==> src/rtl/button_event_text_reporter_core_defines.svh <==
// assertion macros shared by the button event text reporter rtl
// no dependencies; expects a clk and rst in the scope of each use
`ifndef BUTTON_EVENT_TEXT_REPORTER_CORE_DEFINES_SVH
`define BUTTON_EVENT_TEXT_REPORTER_CORE_DEFINES_SVH

// same-cycle implication, off during reset
`define BETR_ASSERT_IMPL(label, ante, cons) \
  label: assert property (@(posedge clk) disable iff (rst) (ante) |-> (cons)) \
    else $error("betr assertion failed");

// next-cycle implication, off during reset
`define BETR_ASSERT_NEXT(label, ante, cons) \
  label: assert property (@(posedge clk) disable iff (rst) (ante) |=> (cons)) \
    else $error("betr assertion failed");

`endif

==> src/rtl/betr_pkg.sv <==
// shared types, constants and message text lookup for the button reporter
// no dependencies
`default_nettype none

package betr_pkg;

  localparam int QUEUE_DEPTH_DEF = 16;
  localparam int MAP_BITS        = 14;
  localparam int EVENT_BITS      = 5;

  // buttons: 0, 3, 4, 5, 6, 10, 13
  localparam logic [MAP_BITS-1:0] BUTTON_MASK = 14'h2479;

  localparam logic [3:0] BTN_MODE  = 4'd0;
  localparam logic [3:0] BTN_LEFT  = 4'd3;
  localparam logic [3:0] BTN_RIGHT = 4'd4;
  localparam logic [3:0] BTN_UP    = 4'd5;
  localparam logic [3:0] BTN_DOWN  = 4'd6;
  localparam logic [3:0] BTN_FIRE  = 4'd10;
  localparam logic [3:0] BTN_USER  = 4'd13;

  // line end characters
  localparam logic [7:0] CHAR_CR = 8'h0D;
  localparam logic [7:0] CHAR_LF = 8'h0A;

  typedef enum logic [2:0] {
    ST_IDLE,
    ST_SCAN,
    ST_READ,
    ST_LOAD,
    ST_EMIT
  } betr_state_t;

  typedef struct packed {
    logic sample_load;
    logic push;
    logic pop_read;
    logic pop_take;
    logic emit;
  } betr_cmd_t;

  typedef struct packed {
    logic change_zero;
    logic queue_empty;
    logic msg_active;
    logic out_free;
  } betr_stat_t;

  // returns {last, char} for character pos of "<name> <PRESSED|RELEASED>\r\n"
  function automatic logic [8:0] msg_char(input logic [3:0] btn, input logic rel,
                                          input logic [4:0] pos);
    logic [47:0] nm;
    logic [4:0]  nlen;
    logic [79:0] sfx;
    logic [4:0]  slen;
    logic [4:0]  k;
    logic [4:0]  idx;
    logic [7:0]  ch;
    logic        last;
    unique case (btn)
      BTN_MODE:  begin nm = {8'h00, "MODE "};  nlen = 5'd5; end
      BTN_LEFT:  begin nm = {8'h00, "LEFT "};  nlen = 5'd5; end
      BTN_RIGHT: begin nm = "RIGHT ";          nlen = 5'd6; end
      BTN_UP:    begin nm = {24'h0, "UP "};    nlen = 5'd3; end
      BTN_DOWN:  begin nm = {8'h00, "DOWN "};  nlen = 5'd5; end
      BTN_FIRE:  begin nm = {8'h00, "FIRE "};  nlen = 5'd5; end
      BTN_USER:  begin nm = {8'h00, "USER "};  nlen = 5'd5; end
      default:   begin nm = {16'h0, "ERR "};   nlen = 5'd4; end
    endcase
    if (rel) begin
      sfx  = {"RELEASED", CHAR_CR, CHAR_LF};
      slen = 5'd10;
    end else begin
      sfx  = {8'h00, "PRESSED", CHAR_CR, CHAR_LF};
      slen = 5'd9;
    end
    if (pos < nlen) begin
      k    = 5'd0;
      idx  = nlen - 5'd1 - pos;
      ch   = nm[{idx[2:0], 3'b000} +: 8];
      last = 1'b0;
    end else begin
      k    = pos - nlen;
      idx  = slen - 5'd1 - k;
      ch   = sfx[{idx[3:0], 3'b000} +: 8];
      last = (k == slen - 5'd1);
    end
    return {last, ch};
  endfunction

endpackage

`default_nettype wire

==> src/rtl/button_event_text_reporter_core.sv <==
// top level of the button event text reporter
// depends on betr_pkg, betr_ctrl, betr_dp (which holds betr_ram)
//
//   channel  handshake            payload                    direction
//   in       in_valid / in_stall  kind, engaged_map          into block
//   out      out_valid/out_stall  tx_byte, end_of_message    out of block
//
// sequence: a sample is loaded, then its changed buttons are queued before
//   the next item is taken (one queue write per cycle, single ram write port)
// a transmit slot in a running message goes to emit, one that starts a new
//   message goes through read (registered queue ram read), load (event load)
//   and emit; emit waits for a free output register, an idle slot stays idle
// reset: rst is synchronous; map, queue pointers and message state clear at
//   once, queue entries are not cleared and need no clearing pass
// stalls: a character waits in the output register; a new item is taken
//   meanwhile, only the next character waits for the register to drain
`default_nettype none

module button_event_text_reporter_core
  import betr_pkg::*;
#(
  parameter int QUEUE_DEPTH = QUEUE_DEPTH_DEF
) (
  input  wire logic                clk,
  input  wire logic                rst,
  // input channel
  input  wire logic                in_valid,
  output logic                     in_stall,
  input  wire logic                kind,
  input  wire logic [MAP_BITS-1:0] engaged_map,
  // output channel
  output logic                     out_valid,
  input  wire logic                out_stall,
  output logic [7:0]               tx_byte,
  output logic                     end_of_message
);

  // command and status between controller and datapath
  betr_cmd_t  cmd;
  betr_stat_t stat;

  // controller: sequences sample scan, queue pop and character emit
  betr_ctrl u_ctrl (
    .clk     (clk),
    .rst     (rst),
    .in_valid(in_valid),
    .kind    (kind),
    .in_stall(in_stall),
    .stat    (stat),
    .cmd     (cmd)
  );

  // datapath: stored map, event queue ram, message text and output register
  betr_dp #(
    .QUEUE_DEPTH(QUEUE_DEPTH)
  ) u_dp (
    .clk           (clk),
    .rst           (rst),
    .cmd           (cmd),
    .stat          (stat),
    .engaged_map   (engaged_map),
    .out_valid     (out_valid),
    .out_stall     (out_stall),
    .tx_byte       (tx_byte),
    .end_of_message(end_of_message)
  );

endmodule

`default_nettype wire

==> src/rtl/betr_ram.sv <==
// generic single write port ram with registered read
// no dependencies
`default_nettype none

module betr_ram #(
  parameter int WIDTH = 5,
  parameter int DEPTH = 16
) (
  input  wire logic                     clk,
  input  wire logic                     we,
  input  wire logic [$clog2(DEPTH)-1:0] waddr,
  input  wire logic [WIDTH-1:0]         wdata,
  input  wire logic                     re,
  input  wire logic [$clog2(DEPTH)-1:0] raddr,
  output logic      [WIDTH-1:0]         rdata
);

  logic [WIDTH-1:0] mem [DEPTH];

  always_ff @(posedge clk) begin
    if (we) begin
      mem[waddr] <= wdata;
    end
    if (re) begin
      rdata <= mem[raddr];
    end
  end

endmodule

`default_nettype wire

==> src/rtl/betr_ctrl.sv <==
// controller state machine for the button reporter
// depends on betr_pkg
`default_nettype none

module betr_ctrl
  import betr_pkg::*;
(
  input  wire logic       clk,
  input  wire logic       rst,
  input  wire logic       in_valid,
  input  wire logic       kind,
  output logic            in_stall,
  input  wire betr_stat_t stat,
  output betr_cmd_t       cmd
);

  betr_state_t state, state_next;

  always_ff @(posedge clk) begin
    if (rst) begin
      state <= ST_IDLE;
    end else begin
      state <= state_next;
    end
  end

  always_comb begin
    state_next = state;
    cmd        = '0;
    in_stall   = 1'b1;
    unique case (state)
      ST_IDLE: begin
        in_stall = 1'b0;
        if (in_valid) begin
          if (!kind) begin
            cmd.sample_load = 1'b1;
            state_next      = ST_SCAN;
          end else if (stat.msg_active) begin
            state_next = ST_EMIT;
          end else if (!stat.queue_empty) begin
            state_next = ST_READ;
          end
        end
      end
      ST_SCAN: begin
        if (stat.change_zero) begin
          state_next = ST_IDLE;
        end else begin
          cmd.push = 1'b1;
        end
      end
      ST_READ: begin
        cmd.pop_read = 1'b1;
        state_next   = ST_LOAD;
      end
      ST_LOAD: begin
        cmd.pop_take = 1'b1;
        state_next   = ST_EMIT;
      end
      ST_EMIT: begin
        if (stat.out_free) begin
          cmd.emit   = 1'b1;
          state_next = ST_IDLE;
        end
      end
      default: state_next = ST_IDLE;
    endcase
  end

endmodule

`default_nettype wire

==> src/rtl/betr_dp.sv <==
// datapath: button map, event queue, message position and output register
// depends on betr_pkg, betr_ram and the assertion macro header
`default_nettype none
`include "button_event_text_reporter_core_defines.svh"

module betr_dp
  import betr_pkg::*;
#(
  parameter int QUEUE_DEPTH = QUEUE_DEPTH_DEF
) (
  input  wire logic                clk,
  input  wire logic                rst,
  input  wire betr_cmd_t           cmd,
  output betr_stat_t               stat,
  input  wire logic [MAP_BITS-1:0] engaged_map,
  output logic                     out_valid,
  input  wire logic                out_stall,
  output logic [7:0]               tx_byte,
  output logic                     end_of_message
);

  localparam int QW = $clog2(QUEUE_DEPTH);
  localparam int CW = $clog2(QUEUE_DEPTH + 1);
  localparam logic [QW-1:0] LAST_PTR = QW'(QUEUE_DEPTH - 1);
  localparam logic [CW-1:0] FULL_CNT = CW'(QUEUE_DEPTH);

  logic [MAP_BITS-1:0]   prev_map;
  logic [MAP_BITS-1:0]   change;
  logic [QW-1:0]         head;
  logic [QW-1:0]         tail;
  logic [CW-1:0]         count;
  logic [3:0]            cur_btn;
  logic                  cur_rel;
  logic [4:0]            char_pos;
  logic                  msg_active;

  logic [3:0]            low_idx;
  logic [EVENT_BITS-1:0] push_event;
  logic [EVENT_BITS-1:0] rd_event;
  logic [8:0]            msg;
  logic [MAP_BITS-1:0]   masked_map;

  function automatic logic [QW-1:0] ptr_inc(input logic [QW-1:0] p);
    return (p == LAST_PTR) ? '0 : p + QW'(1);
  endfunction

  assign masked_map = engaged_map & BUTTON_MASK;

  // lowest changed bit
  always_comb begin
    low_idx = 4'd0;
    for (int i = MAP_BITS - 1; i >= 0; i--) begin
      if (change[i]) begin
        low_idx = 4'(i);
      end
    end
  end

  // released flag is the old level, i.e. the inverse of the stored new level
  assign push_event = {low_idx, ~prev_map[low_idx]};

  assign msg = msg_char(cur_btn, cur_rel, char_pos);

  assign stat.change_zero = (change == '0);
  assign stat.queue_empty = (count == '0);
  assign stat.msg_active  = msg_active;
  assign stat.out_free    = !out_valid || !out_stall;

  betr_ram #(
    .WIDTH(EVENT_BITS),
    .DEPTH(QUEUE_DEPTH)
  ) u_queue (
    .clk  (clk),
    .we   (cmd.push),
    .waddr(tail),
    .wdata(push_event),
    .re   (cmd.pop_read),
    .raddr(head),
    .rdata(rd_event)
  );

  always_ff @(posedge clk) begin
    if (rst) begin
      prev_map   <= '0;
      change     <= '0;
      head       <= '0;
      tail       <= '0;
      count      <= '0;
      cur_btn    <= 4'd0;
      cur_rel    <= 1'b0;
      char_pos   <= 5'd0;
      msg_active <= 1'b0;
      out_valid  <= 1'b0;
    end else begin
      if (cmd.sample_load) begin
        change   <= masked_map ^ prev_map;
        prev_map <= masked_map;
      end
      if (cmd.push) begin
        change <= change & (change - MAP_BITS'(1));
        tail   <= ptr_inc(tail);
        if (count == FULL_CNT) begin
          head <= ptr_inc(head);
        end else begin
          count <= count + CW'(1);
        end
      end
      if (cmd.pop_take) begin
        cur_btn    <= rd_event[EVENT_BITS-1:1];
        cur_rel    <= rd_event[0];
        char_pos   <= 5'd0;
        msg_active <= 1'b1;
        head       <= ptr_inc(head);
        count      <= count - CW'(1);
      end
      if (cmd.emit) begin
        out_valid <= 1'b1;
        if (msg[8]) begin
          msg_active <= 1'b0;
          char_pos   <= 5'd0;
        end else begin
          char_pos <= char_pos + 5'd1;
        end
      end else if (out_valid && !out_stall) begin
        out_valid <= 1'b0;
      end
    end
  end

  always_ff @(posedge clk) begin
    if (cmd.emit) begin
      tx_byte        <= msg[7:0];
      end_of_message <= msg[8];
    end
  end

  `BETR_ASSERT_IMPL(a_count_bound, 1'b1, count <= FULL_CNT)
  `BETR_ASSERT_IMPL(a_pop_nonempty, cmd.pop_take, count != '0 && !msg_active)
  `BETR_ASSERT_IMPL(a_emit_free, cmd.emit, (!out_valid || !out_stall) && msg_active)
  `BETR_ASSERT_NEXT(a_emit_shows, cmd.emit, out_valid)

endmodule

`default_nettype wire

==> config.mk <==
export PLATFORM = sky130hd
export DESIGN_NAME = button_event_text_reporter_core
export DESIGN_NICKNAME = d
export VERILOG_FILES = /design/src/rtl/betr_pkg.sv /design/src/rtl/button_event_text_reporter_core.sv /design/src/rtl/betr_ram.sv /design/src/rtl/betr_ctrl.sv /design/src/rtl/betr_dp.sv
export VERILOG_INCLUDE_DIRS = /design/src /design/src/rtl
export SDC_FILE = /design/constraint.sdc
export NUM_CORES = 1
export LEC_CHECK = 0
export BUFFER_PORTS_ARGS = -buffer_cell sky130_fd_sc_hd__buf_2
export CAP_MARGIN = 15
export CELL_PAD_IN_SITES_DETAIL_PLACEMENT = 1
export CELL_PAD_IN_SITES_GLOBAL_PLACEMENT = 1
export CORE_MARGIN = 2
export CORE_UTILIZATION = 40
export CTS_CLUSTER_DIAMETER = 50
export DETAILED_ROUTE_END_ITERATION = 12
export GPL_TIMING_DRIVEN = 0
export PLACE_DENSITY_LB_ADDON = 0.3
export SYNTH_ARGS = -nofsm -noshare
export SYNTH_HDL_FRONTEND = slang
export SYNTH_HIERARCHICAL = 1
export SYNTH_SLANG_ARGS = --single-unit
==> constraint.sdc <==
create_clock -name clk -period 5.1 [get_ports clk]
set_clock_uncertainty 0.05 [all_clocks]
set_input_delay 0 -clock clk [delete_from_list [all_inputs] [get_ports clk]]
set_output_delay 0 -clock clk [all_outputs]
set_load 0.01 [all_outputs]
==> results of run 1 <==
[tightest hold or removal path, delay by kind of cell]
kind | cells | cell delay, ns
and+or+nand+nor | 1 | 0.10
AOI/OAI and AO/OA | 2 | 0.24
buffers and inverters | 1 | 0.11
[power by group]
| part | total [mW] | switching [mW] | leakage (nW) | internal [mW] |
|---|---|---|---|---|
| registers | 1.28 | 0.0166 | 1.24 | 1.27 |
| logic | 0.192 | 0.126 | 1.31 | 0.0663 |
| clock network | 1.15 | 0.509 | 0.264 | 0.640 |
[area by class of cell]
class / count / area (µm²)
plain buffers: 34 / 173
fillers: 1882 / 9110
multi-input cells: 431 / 3090
repair buffers: 35 / 240
clock buffers: 18 / 429
flip-flops and latches: 142 / 3770
well taps: 225 / 282
clock inverters: 14 / 126
inverters: 20 / 75.1
[stage by stage]
step / hold WS [ns] / area (µm²) / setup WS, ns
6_report: 0.0474 / 8180 / 0.637
4_1_cts: 0.0223 / 8180 / 0.634
3_3_place_gp: 0.200 / 7490 / 0.773
5_1_grt: 0.0571 / 8180 / 0.404
2_1_floorplan: 0.0228 / 7100 / 1.54
3_5_place_dp: 0.214 / 7500 / 0.653
[cell families after synthesis]
kind of cell,Yosys count
compound gates,128
xor+xnor,20
mux,37
buf+inv,54
simple gates,226
fa+ha+maj,19
other cells,1
flops,142
[state kept, by name, summed over array words and instances, names as in the netlist]
| signal | count |
|---|---|
| u_dp/cur_rel | 1 |
| u_dp/msg_active | 1 |
| u_dp/char_pos | 5 |
| u_dp/u_queue/mem | 80 |
| u_dp/count | 5 |
| u_dp/head | 4 |
| u_dp/change | 14 |
| u_dp/prev_map | 7 |
| u_dp/end_of_message | 1 |
| u_dp/cur_btn | 4 |
| u_dp/tail | 4 |
| u_dp/tx_byte | 7 |
| u_dp/out_valid | 1 |
| u_dp/u_queue/rdata | 5 |
| u_ctrl/state | 3 |
[cells in the final DEF (no fill, tap or decap), types with 16 or more instances in the layout]
cell type	n
edfxtp_1	93
clkbuf_16	17
mux2i_1	16
clkbuf_1	22
dfxtp_1	49
nand3_1	21
mux4_2	20
nand2_1	38
nor3_1	18
ha_1	16
a21oi_1	40
nor2_1	73
inv_1	18
buf_2	24
o21ai_0	21
[per-layer routing]
layer	global-route usage [%]	share of wire, %	vias up
li1	-	-	2458
met1	24.7	43	2589
met2	34.2	51	140
met3	3.61	3.4	38
met4	7.62	2.1	0
met5	0	0	-
[timing repair]
action | 4_1_cts | 5_1_grt
hold buffers | 12 | 0
setup endpoints to repair | 0 | 0
endpoints found under the hold margin | 17 | 0
[final timing paths]
path	startpoint	end	slack, ns	cells past startpoint
worst min register to register	u_dp/change[12]	u_dp/change[12]	0.43	2
worst max-delay path	u_dp/cur_btn[0]	u_dp/tx_byte[4]	0.64	12
worst min-delay path	in_valid	u_ctrl/state[2]	0.05	4
worst max register to register	u_dp/cur_btn[0]	u_dp/tx_byte[4]	0.64	12
==> flow_summary_export.csv, run 1 <==
group,metric,value,unit
power_and_ir_drop,powerDensity,321,nW/µm²
setup_path,start_kind,"flop",
placement,hpwlAfterDp,12400,µm
setup_path,worst_ep_arrival_time,4.67,ns
route,drt_iter0_drc,254,
timing,worst_pin_slew,1.00,ns
timing,rsz0062_at_grt,"false",
clock_tree,htree_levels,4,
logic_synthesis,synth-adder-area-share,3.52,%
logic_synthesis,syn_inst,627,
timing,finalHoldViolCount,0,
flow_run,maxCapViolations,0,
timing,finalCritPeriodShare,87.5,%
logic_synthesis,synth_top_cell_area_share,39.3,%
placement,place_inst,874,
route,wl_per_cell,19.1,µm
clock_tree,root_buffer,"clkbuf_16",
route,drcViolationCount,0,
setup_path,cp_num_buf_inv,4,
power_and_ir_drop,leakagePower,2.81,nW
route,wirelength,17500,µm
layout,final_nets,718,
layout,n_antenna_cell,0,
clock_tree,cts_buffers,17,
power_and_ir_drop,total_power,2.63,mW
clock_tree,post_cts_resized,0,
floorplan,start_util,41.1,%
layout,drive_gt1_share,15.0,%
setup_path,required,5.31,ns
logic_synthesis,synth_compound_area_share,11.9,%
timing,min_period,4.46,ns
clock_tree,insertion_delay,0.41,ns
floorplan,dieWidth,137,µm
clock_tree,cts_buffer_depth,2,
clock_tree,clk_transition_reported_paths,0.06,ns
setup_path,cpLargestDelayFamily,"adder cells",
logic_synthesis,synth-simple-area-share,16.2,%
logic_synthesis,syn-num-nets,664,
timing,setup-tns-final,0,ns
logic_synthesis,ys_ff_latch,142,
clock_tree,post-cts-setup-buffer-count,0,
timing,setup_viol,0,
global_routing,grt_pass1_vias,5392,
logic_synthesis,synth.most_common_cell,"edfxtp_1",
floorplan,num_rows,48,
floorplan,ioPinCount,30,
global_routing,grt-ovfl-total,0,
clock_tree,cts.sinks,142,
logic_synthesis,yosys-top-cells-area,"edfxtp_1 (39%), dfxtp_1 (14%), mux4_2 (6.3%)",
logic_synthesis,ys_warn_count,6,
setup_path,end_kind,"flop",
logic_synthesis,synth-xor-area-share,2.91,%
placement,port_buffers,21,
global_routing,antenna_found_initial,0,
route,via_per_inst,5.69,
logic_synthesis,synth-edff-count,93,
power_and_ir_drop,peakVddDrop,0.197,mV
floorplan,core-area,17300,µm²
logic_synthesis,postSynthAreaPerCell,11.3,µm²
logic_synthesis,ys_types,82,
logic_synthesis,seq_area_frac_synth,53.1,%
setup_path,slowest_delay,0.72,ns
floorplan,dieArea,18800,µm²
logic_synthesis,muxShareOfSynthArea,8.76,%
setup_path,crit_type,"reg -> reg",
timing,max_freq,224,MHz
setup_path,cp_slowest_cell,"fa_1",
global_routing,track_usage,19.8,%
logic_synthesis,synth_common_cells,"edfxtp_1 (93), nor2_1 (73), dfxtp_1 (49)",
clock_tree,cts_tree,"done",
route,vias,5225,
floorplan,die_h,137,µm
logic_synthesis,syn_area,7100,µm²
layout,utilization,47.3,%
status,status,"finished, final reports clean",
layout,syn2layout_area_growth,15.3,%
logic_synthesis,ys_async_sr_fraction,0,%
global_routing,grt_max_degree,23,
route,antenna_left,0,
setup_path,critPathMaxFanout,10,
logic_synthesis,yosysTopAreaCell,"edfxtp_1",
timing,slew_headroom,33.2,%
logic_synthesis,synthFlopType,"edfxtp_1",
timing,slew_viol_final,0,
logic_synthesis,synth_top_family_by_area,"simple AND/OR/NAND/NOR gates",
placement,gp_routability_congestion,0.838,
global_routing,grt_first_pass_wirelength,28300,µm
hold_path,hold_class,"in -> reg",
setup_path,cp_cell_sequence,"clkbuf_1 -> buf_2 -> clkbuf_1 -> o21ai_0 -> ha_1 -> fa_1 -> clkinv_1 -> ha_1 -> nand2_1 -> or3b_1 -> a21o_1 -> a31oi_1",
route,firstDrtPassIters,4,
layout,stdcell_count,919,
Power figures use the tool's default switching activity.
==> run 2, diff against run 1 <==
- CORE_MARGIN: 2 -> 5
==> run 2 against run 1 <==
Compared with the run above: sequential share of layout area decreased by 0.32 points; highest routed layer unchanged; die area increased by 8.9%; worst hold slack improved by 0.28 ns.
==> flow_summary_export.csv, run 2 (same netlist as run 1, synthesis figures left out) <==
group,metric,value,unit
status,status,"finished, final reports clean",
layout,drive_gt1_share,15.0,%
setup_path,startpoint,"u_dp/cur_btn[0]",
layout,n_antenna_cell,0,
global_routing,grt_pass1_vias,5487,
timing,worst_pin_slew,0.879,ns
layout,nFillCells,1848,
global_routing,track_usage,18.1,%
setup_path,crit_type,"reg -> reg",
setup_path,slowest_delay,0.43,ns
clock_tree,post_cts_resized,0,
route,wirelength,17400,µm
route,drt_iter0_drc,249,
timing,slew_viol_final,0,
clock_tree,cts.sinks,142,
global_routing,grt_first_pass_wirelength,29100,µm
timing,setup_viol,0,
route,antenna_left,0,
power_and_ir_drop,powerDensity,333,nW/µm²
layout,largest_reg_flops,80,
timing,hold_ws,0.330,ns
layout,seqCellArea,3770,µm²
setup_path,start_kind,"flop",
power_and_ir_drop,p_int,2.08,mW
clock_tree,htree_levels,4,
setup_path,required,5.19,ns
placement,place_inst,874,
placement,hpwlAfterDp,12300,µm
layout,final_common_cell,"edfxtp_1",
placement,post-place-ws,0.761,ns
hold_path,hp-start,"engaged_map[13]",
clock_tree,insertion_delay,0.42,ns
power_and_ir_drop,p_seq_share,46.8,%
setup_path,cp_slowest_cell,"ha_1",
timing,finalHoldViolCount,0,
global_routing,grt_max_degree,23,
layout,final_nets,719,
layout,stdcell_count,920,
setup_path,worst_ep_arrival_time,4.49,ns
power_and_ir_drop,netSwitchingFraction,24.3,%
layout,largestRegisters,"u_dp/u_queue/mem: 80 flops, u_dp/change: 14 flops",
clock_tree,clk_transition_reported_paths,0.06,ns
power_and_ir_drop,leakagePower,2.84,nW
floorplan,ioPinCount,30,
timing,fin_ws,0.702,ns
setup_path,cp_cell_sequence,"clkbuf_1 -> buf_2 -> clkbuf_1 -> o21ai_0 -> ha_1 -> clkbuf_1 -> inv_1 -> ha_1 -> inv_1 -> ha_1 -> xnor2_1 -> buf_6 -> nor2_1 -> and3_2 -> nor3_1 -> a31oi_1",
floorplan,dieArea,20500,µm²
timing,rsz0062_at_grt,"false",
clock_tree,cts_buffer_depth,2,
layout,multi_input_area,3090,µm²
route,firstDrtPassIters,5,
setup_path,rr_startpoint,"u_dp/cur_btn[0]",
clock_tree,cts_tree,"done",
route,vias,5199,
floorplan,start_util,40.9,%
timing,finalCritPeriodShare,86.2,%
route,wl_per_cell,18.9,µm
placement,gp_routability_congestion,0.825,
setup_path,critPathMaxFanout,10,
hold_path,hold_class,"in -> reg",
floorplan,die_h,143,µm
timing,max_freq,227,MHz
flow_run,maxCapViolations,0,
setup_path,end_kind,"flop",
timing,setup-tns-final,0,ns
clock_tree,root_buffer,"clkbuf_16",
layout,top_register,"u_dp/u_queue/mem",
global_routing,grt-ovfl-total,0,
layout,syn2layout_area_growth,16.1,%
timing,min_period,4.40,ns
floorplan,core-area,17400,µm²
clock_tree,cts_buffers,17,
power_and_ir_drop,peakVddDrop,0.230,mV
floorplan,num_rows,48,
power_and_ir_drop,p_clk_share,46.1,%
global_routing,antenna_found_initial,0,
power_and_ir_drop,p_sw,0.665,mW
placement,port_buffers,21,
power_and_ir_drop,pwr-share-comb,7.0,%
timing,slew_headroom,41.0,%
route,via_per_inst,5.65,
floorplan,dieWidth,143,µm
route,drcViolationCount,0,
layout,mostFrequentLayoutCells,"edfxtp_1 (93), nor2_1 (73), dfxtp_1 (49), a21oi_1 (40), nand2_1 (38)",
## run 2: cell count changes in the layout (fill, tap and decap cells not counted)
cell           change
inv_8              +1
dlygate4sd3_1      +1
bufinv_16          +2
clkinvlp_4         -2
clkinv_4           -1
## run 2: path summary, 6_finish.rpt
path | endpoint | slack, ns | cells past startpoint
min | u_dp/prev_map[13] | 0.33 | 4
max reg2reg | u_dp/tx_byte[1] | 0.70 | 16
min reg2reg | u_dp/change[12] | 0.42 | 2
max | u_dp/tx_byte[1] | 0.70 | 16
## run 2: timing repair
action	in CTS	in global routing
hold buffers	13	0
setup buffers	0	0
hold endpoints to repair	18	0
## run 2: power groups by stage
| stage | sequential, mW | combinational, mW | clock [mW] |
|---|---|---|---|
| global route | 1.29 | 0.213 | 1.35 |
| finish | 1.28 | 0.193 | 1.26 |
| CTS | 1.28 | 0.193 | 1.29 |
| floorplan | 1.30 | 0.121 | 0 |
| detailed placement | 1.31 | 0.184 | 0 |
| global placement | 1.31 | 0.173 | 0 |
## run 2: cell type report
cell class	count	area share [%]
sequential	142	45.8
multi-input combinational	431	37.4
clock buffer	18	5.21
tap	225	3.42
timing repair buffer	36	3.04
clock inverter	14	2.11
buffer	34	2.10
inverter	20	0.911
## run 2: routing by layer
metal,GRT usage (%),part of all wire [%],vias to the layer above
met3,3.52,3.2,16
met1,23.0,44,2628
met4,4.86,0.94,0
li1,-,-,2460
met5,0,0,-
met2,31.5,52,95
## run 2: metrics by stage
stage	utilization, %	power [mW]	area, µm²
3_5_place_dp	43.2	1.49	7500
4_1_cts	47.4	2.77	8230
5_1_grt	47.5	2.85	8240
6_report	47.5	2.74	8240
2_1_floorplan	-	1.42	7100
3_3_place_gp	43.1	1.48	7490
## run 2: critical path: cells and delay by family (launching register included)
family | cells | cell delay [ns]
and+or+nand+nor | 3 | 0.51
AOI/OAI and AO/OA | 2 | 0.24
xor gates and xnor gates | 1 | 0.21
buffers and inverters | 7 | 1.92
DFF | 1 | 0.30
adders and majority gates | 3 | 0.87
==> run 3, diff against run 2 <==
--- a/config.mk
+++ b/config.mk
@@ -9,3 +9,2 @@
 export BUFFER_PORTS_ARGS = -buffer_cell sky130_fd_sc_hd__buf_2
-export CAP_MARGIN = 15
 export CELL_PAD_IN_SITES_DETAIL_PLACEMENT = 1
==> constraint.sdc (replaced) <==
create_clock -name clk -period 5.1 [get_ports clk]
set_clock_uncertainty 0.05 [all_clocks]
set_input_delay 0.255 -clock clk [delete_from_list [all_inputs] [get_ports clk]]
set_output_delay 0.255 -clock clk [all_outputs]
set_load 0.01 [all_outputs]
==> run 3 against run 2 <==
Compared with the run above: global-route usage decreased by 0.10 points; cell count down 1.4%; die area unchanged; sequential power about the same; first-iteration DRC count decreased by 1.2%; largest power group unchanged; highest routed layer unchanged.
==> flow_summary_export.csv, run 3 (same netlist as run 1, synthesis figures left out) <==
group,metric,value,unit
status,status,"finished, final reports clean",
hold_path,hold_class,"in -> reg",
power_and_ir_drop,p_clk_share,46.3,%
placement,gp_routability_congestion,0.825,
timing,finalCritPeriodShare,85.9,%
timing,max_freq,228,MHz
clock_tree,insertion_delay,0.42,ns
setup_path,critPathMaxFanout,10,
clock_tree,clk_transition_reported_paths,0.06,ns
power_and_ir_drop,leakagePower,2.79,nW
layout,final_nets,706,
power_and_ir_drop,peakVddDrop,0.231,mV
floorplan,dieWidth,143,µm
timing,slew_headroom,39.9,%
timing,finalHoldViolCount,0,
layout,top_register,"u_dp/u_queue/mem",
floorplan,die_h,143,µm
flow_run,maxCapViolations,0,
layout,syn2layout_area_growth,14.2,%
global_routing,grt_pass1_vias,5437,
layout,mostFrequentLayoutCells,"edfxtp_1 (93), nor2_1 (73), dfxtp_1 (49), a21oi_1 (40), nand2_1 (38)",
route,wl_per_cell,19.2,µm
clock_tree,cts_tree,"done",
clock_tree,cts_buffer_depth,2,
route,antenna_left,0,
floorplan,core-area,17400,µm²
route,wirelength,17400,µm
timing,setup-tns-final,0,ns
power_and_ir_drop,p_int,2.07,mW
global_routing,grt_first_pass_wirelength,28900,µm
power_and_ir_drop,netSwitchingFraction,24.3,%
setup_path,worst_ep_arrival_time,4.48,ns
layout,largest_reg_flops,80,
route,drt_iter0_drc,246,
route,drcViolationCount,0,
timing,setup_viol,0,
setup_path,crit_type,"reg -> reg",
layout,largestRegisters,"u_dp/u_queue/mem: 80 flops, u_dp/change: 14 flops",
clock_tree,postCtsHoldBufs,0,
clock_tree,cts_buffers,17,
clock_tree,post-cts-setup-buffer-count,0,
floorplan,num_rows,48,
floorplan,start_util,40.9,%
setup_path,required,5.20,ns
setup_path,start_kind,"flop",
global_routing,antenna_found_initial,0,
layout,n_antenna_cell,0,
clock_tree,root_buffer,"clkbuf_16",
power_and_ir_drop,p_sw,0.665,mW
layout,final_common_cell,"edfxtp_1",
timing,slew_viol_final,0,
timing,worst_pin_slew,0.894,ns
route,vias,5145,
placement,place_inst,874,
placement,hpwlAfterDp,12300,µm
route,via_per_inst,5.67,
timing,min_period,4.38,ns
placement,port_buffers,21,
global_routing,grt_max_degree,23,
floorplan,ioPinCount,30,
clock_tree,htree_levels,4,
layout,stdcell_count,907,
route,firstDrtPassIters,4,
global_routing,track_usage,18.0,%
setup_path,end_kind,"flop",
power_and_ir_drop,p_seq_share,47.0,%
layout,drive_gt1_share,15.2,%
timing,rsz0062_at_grt,"false",
clock_tree,cts.sinks,142,
power_and_ir_drop,pwr-share-comb,6.8,%
clock_tree,post_cts_resized,0,
power_and_ir_drop,powerDensity,337,nW/µm²
global_routing,grt-ovfl-total,0,
floorplan,dieArea,20500,µm²
==> run 3: changes by cell type in the layout (fill, tap and decap cells not counted), sizes merged <==
| cell | delta |
|---|---|
| dlygate4sd3 | -13 |
==> run 3: worst max-delay path: stages, from the launching register on <==
cell and delay, ns:
dfxtp_1 0.31, clkbuf_1 0.33, buf_2 0.30, clkbuf_1 0.38
o21ai_0 0.18, ha_1 0.43, clkbuf_1 0.37, inv_1 0.23
ha_1 0.27, inv_1 0.10, ha_1 0.17, xnor2_1 0.22
buf_6 0.20, nor2_1 0.06, and3_2 0.21, nor3_1 0.24
a31oi_1 0.06
==> run 3: per-layer routing <==
metal | wire, µm | vias to the layer above | global-route usage, %
met5 | 0 | - | 0
met4 | 203 | 0 | 4.86
met3 | 523 | 18 | 3.52
met2 | 9010 | 89 | 31.2
met1 | 7650 | 2605 | 23.0
li1 | - | 2433 | -
==> run 3: power by group through the flow <==
stage / Combinational (mW) / Sequential, mW / Clock [mW]
after floorplan: 0.121 / 1.30 / 0
after detailed placement: 0.184 / 1.31 / 0
final: 0.185 / 1.28 / 1.26
after global routing: 0.204 / 1.29 / 1.35
after global placement: 0.173 / 1.31 / 0
after CTS: 0.185 / 1.28 / 1.29
==> run 3: worst paths after layout <==
check                     to  cells past startpoint  slack [ns]            start
min           u_dp/out_valid                      3        0.05        out_stall
min reg2reg  u_dp/change[12]                      2        0.42  u_dp/change[12]
max          u_dp/tx_byte[1]                     16        0.72  u_dp/cur_btn[0]
max reg2reg  u_dp/tx_byte[1]                     16        0.72  u_dp/cur_btn[0]
==> run 3: cell type report <==
class	count	area, µm²
fillers	1860	9250
clock inverters	14	174
well taps	225	282
multi-input cells	431	3090
flip-flops and latches	142	3770
plain buffers	34	173
repair buffers	23	120
inverters	20	75.1
clock buffers	18	429
==> run 3: metrics by stage <==
step	hold slack, ns	power (mW)	setup slack [ns]	cell area, µm²	utilization, %
after floorplan	0.278	1.42	1.54	7100	-
after global placement	0.400	1.48	0.775	7490	43.1
after detailed placement	0.412	1.49	0.761	7500	43.2
after CTS	0.0313	2.76	0.723	8100	46.7
after global routing	0.0473	2.84	0.331	8110	46.7
final	0.0498	2.73	0.717	8110	46.7
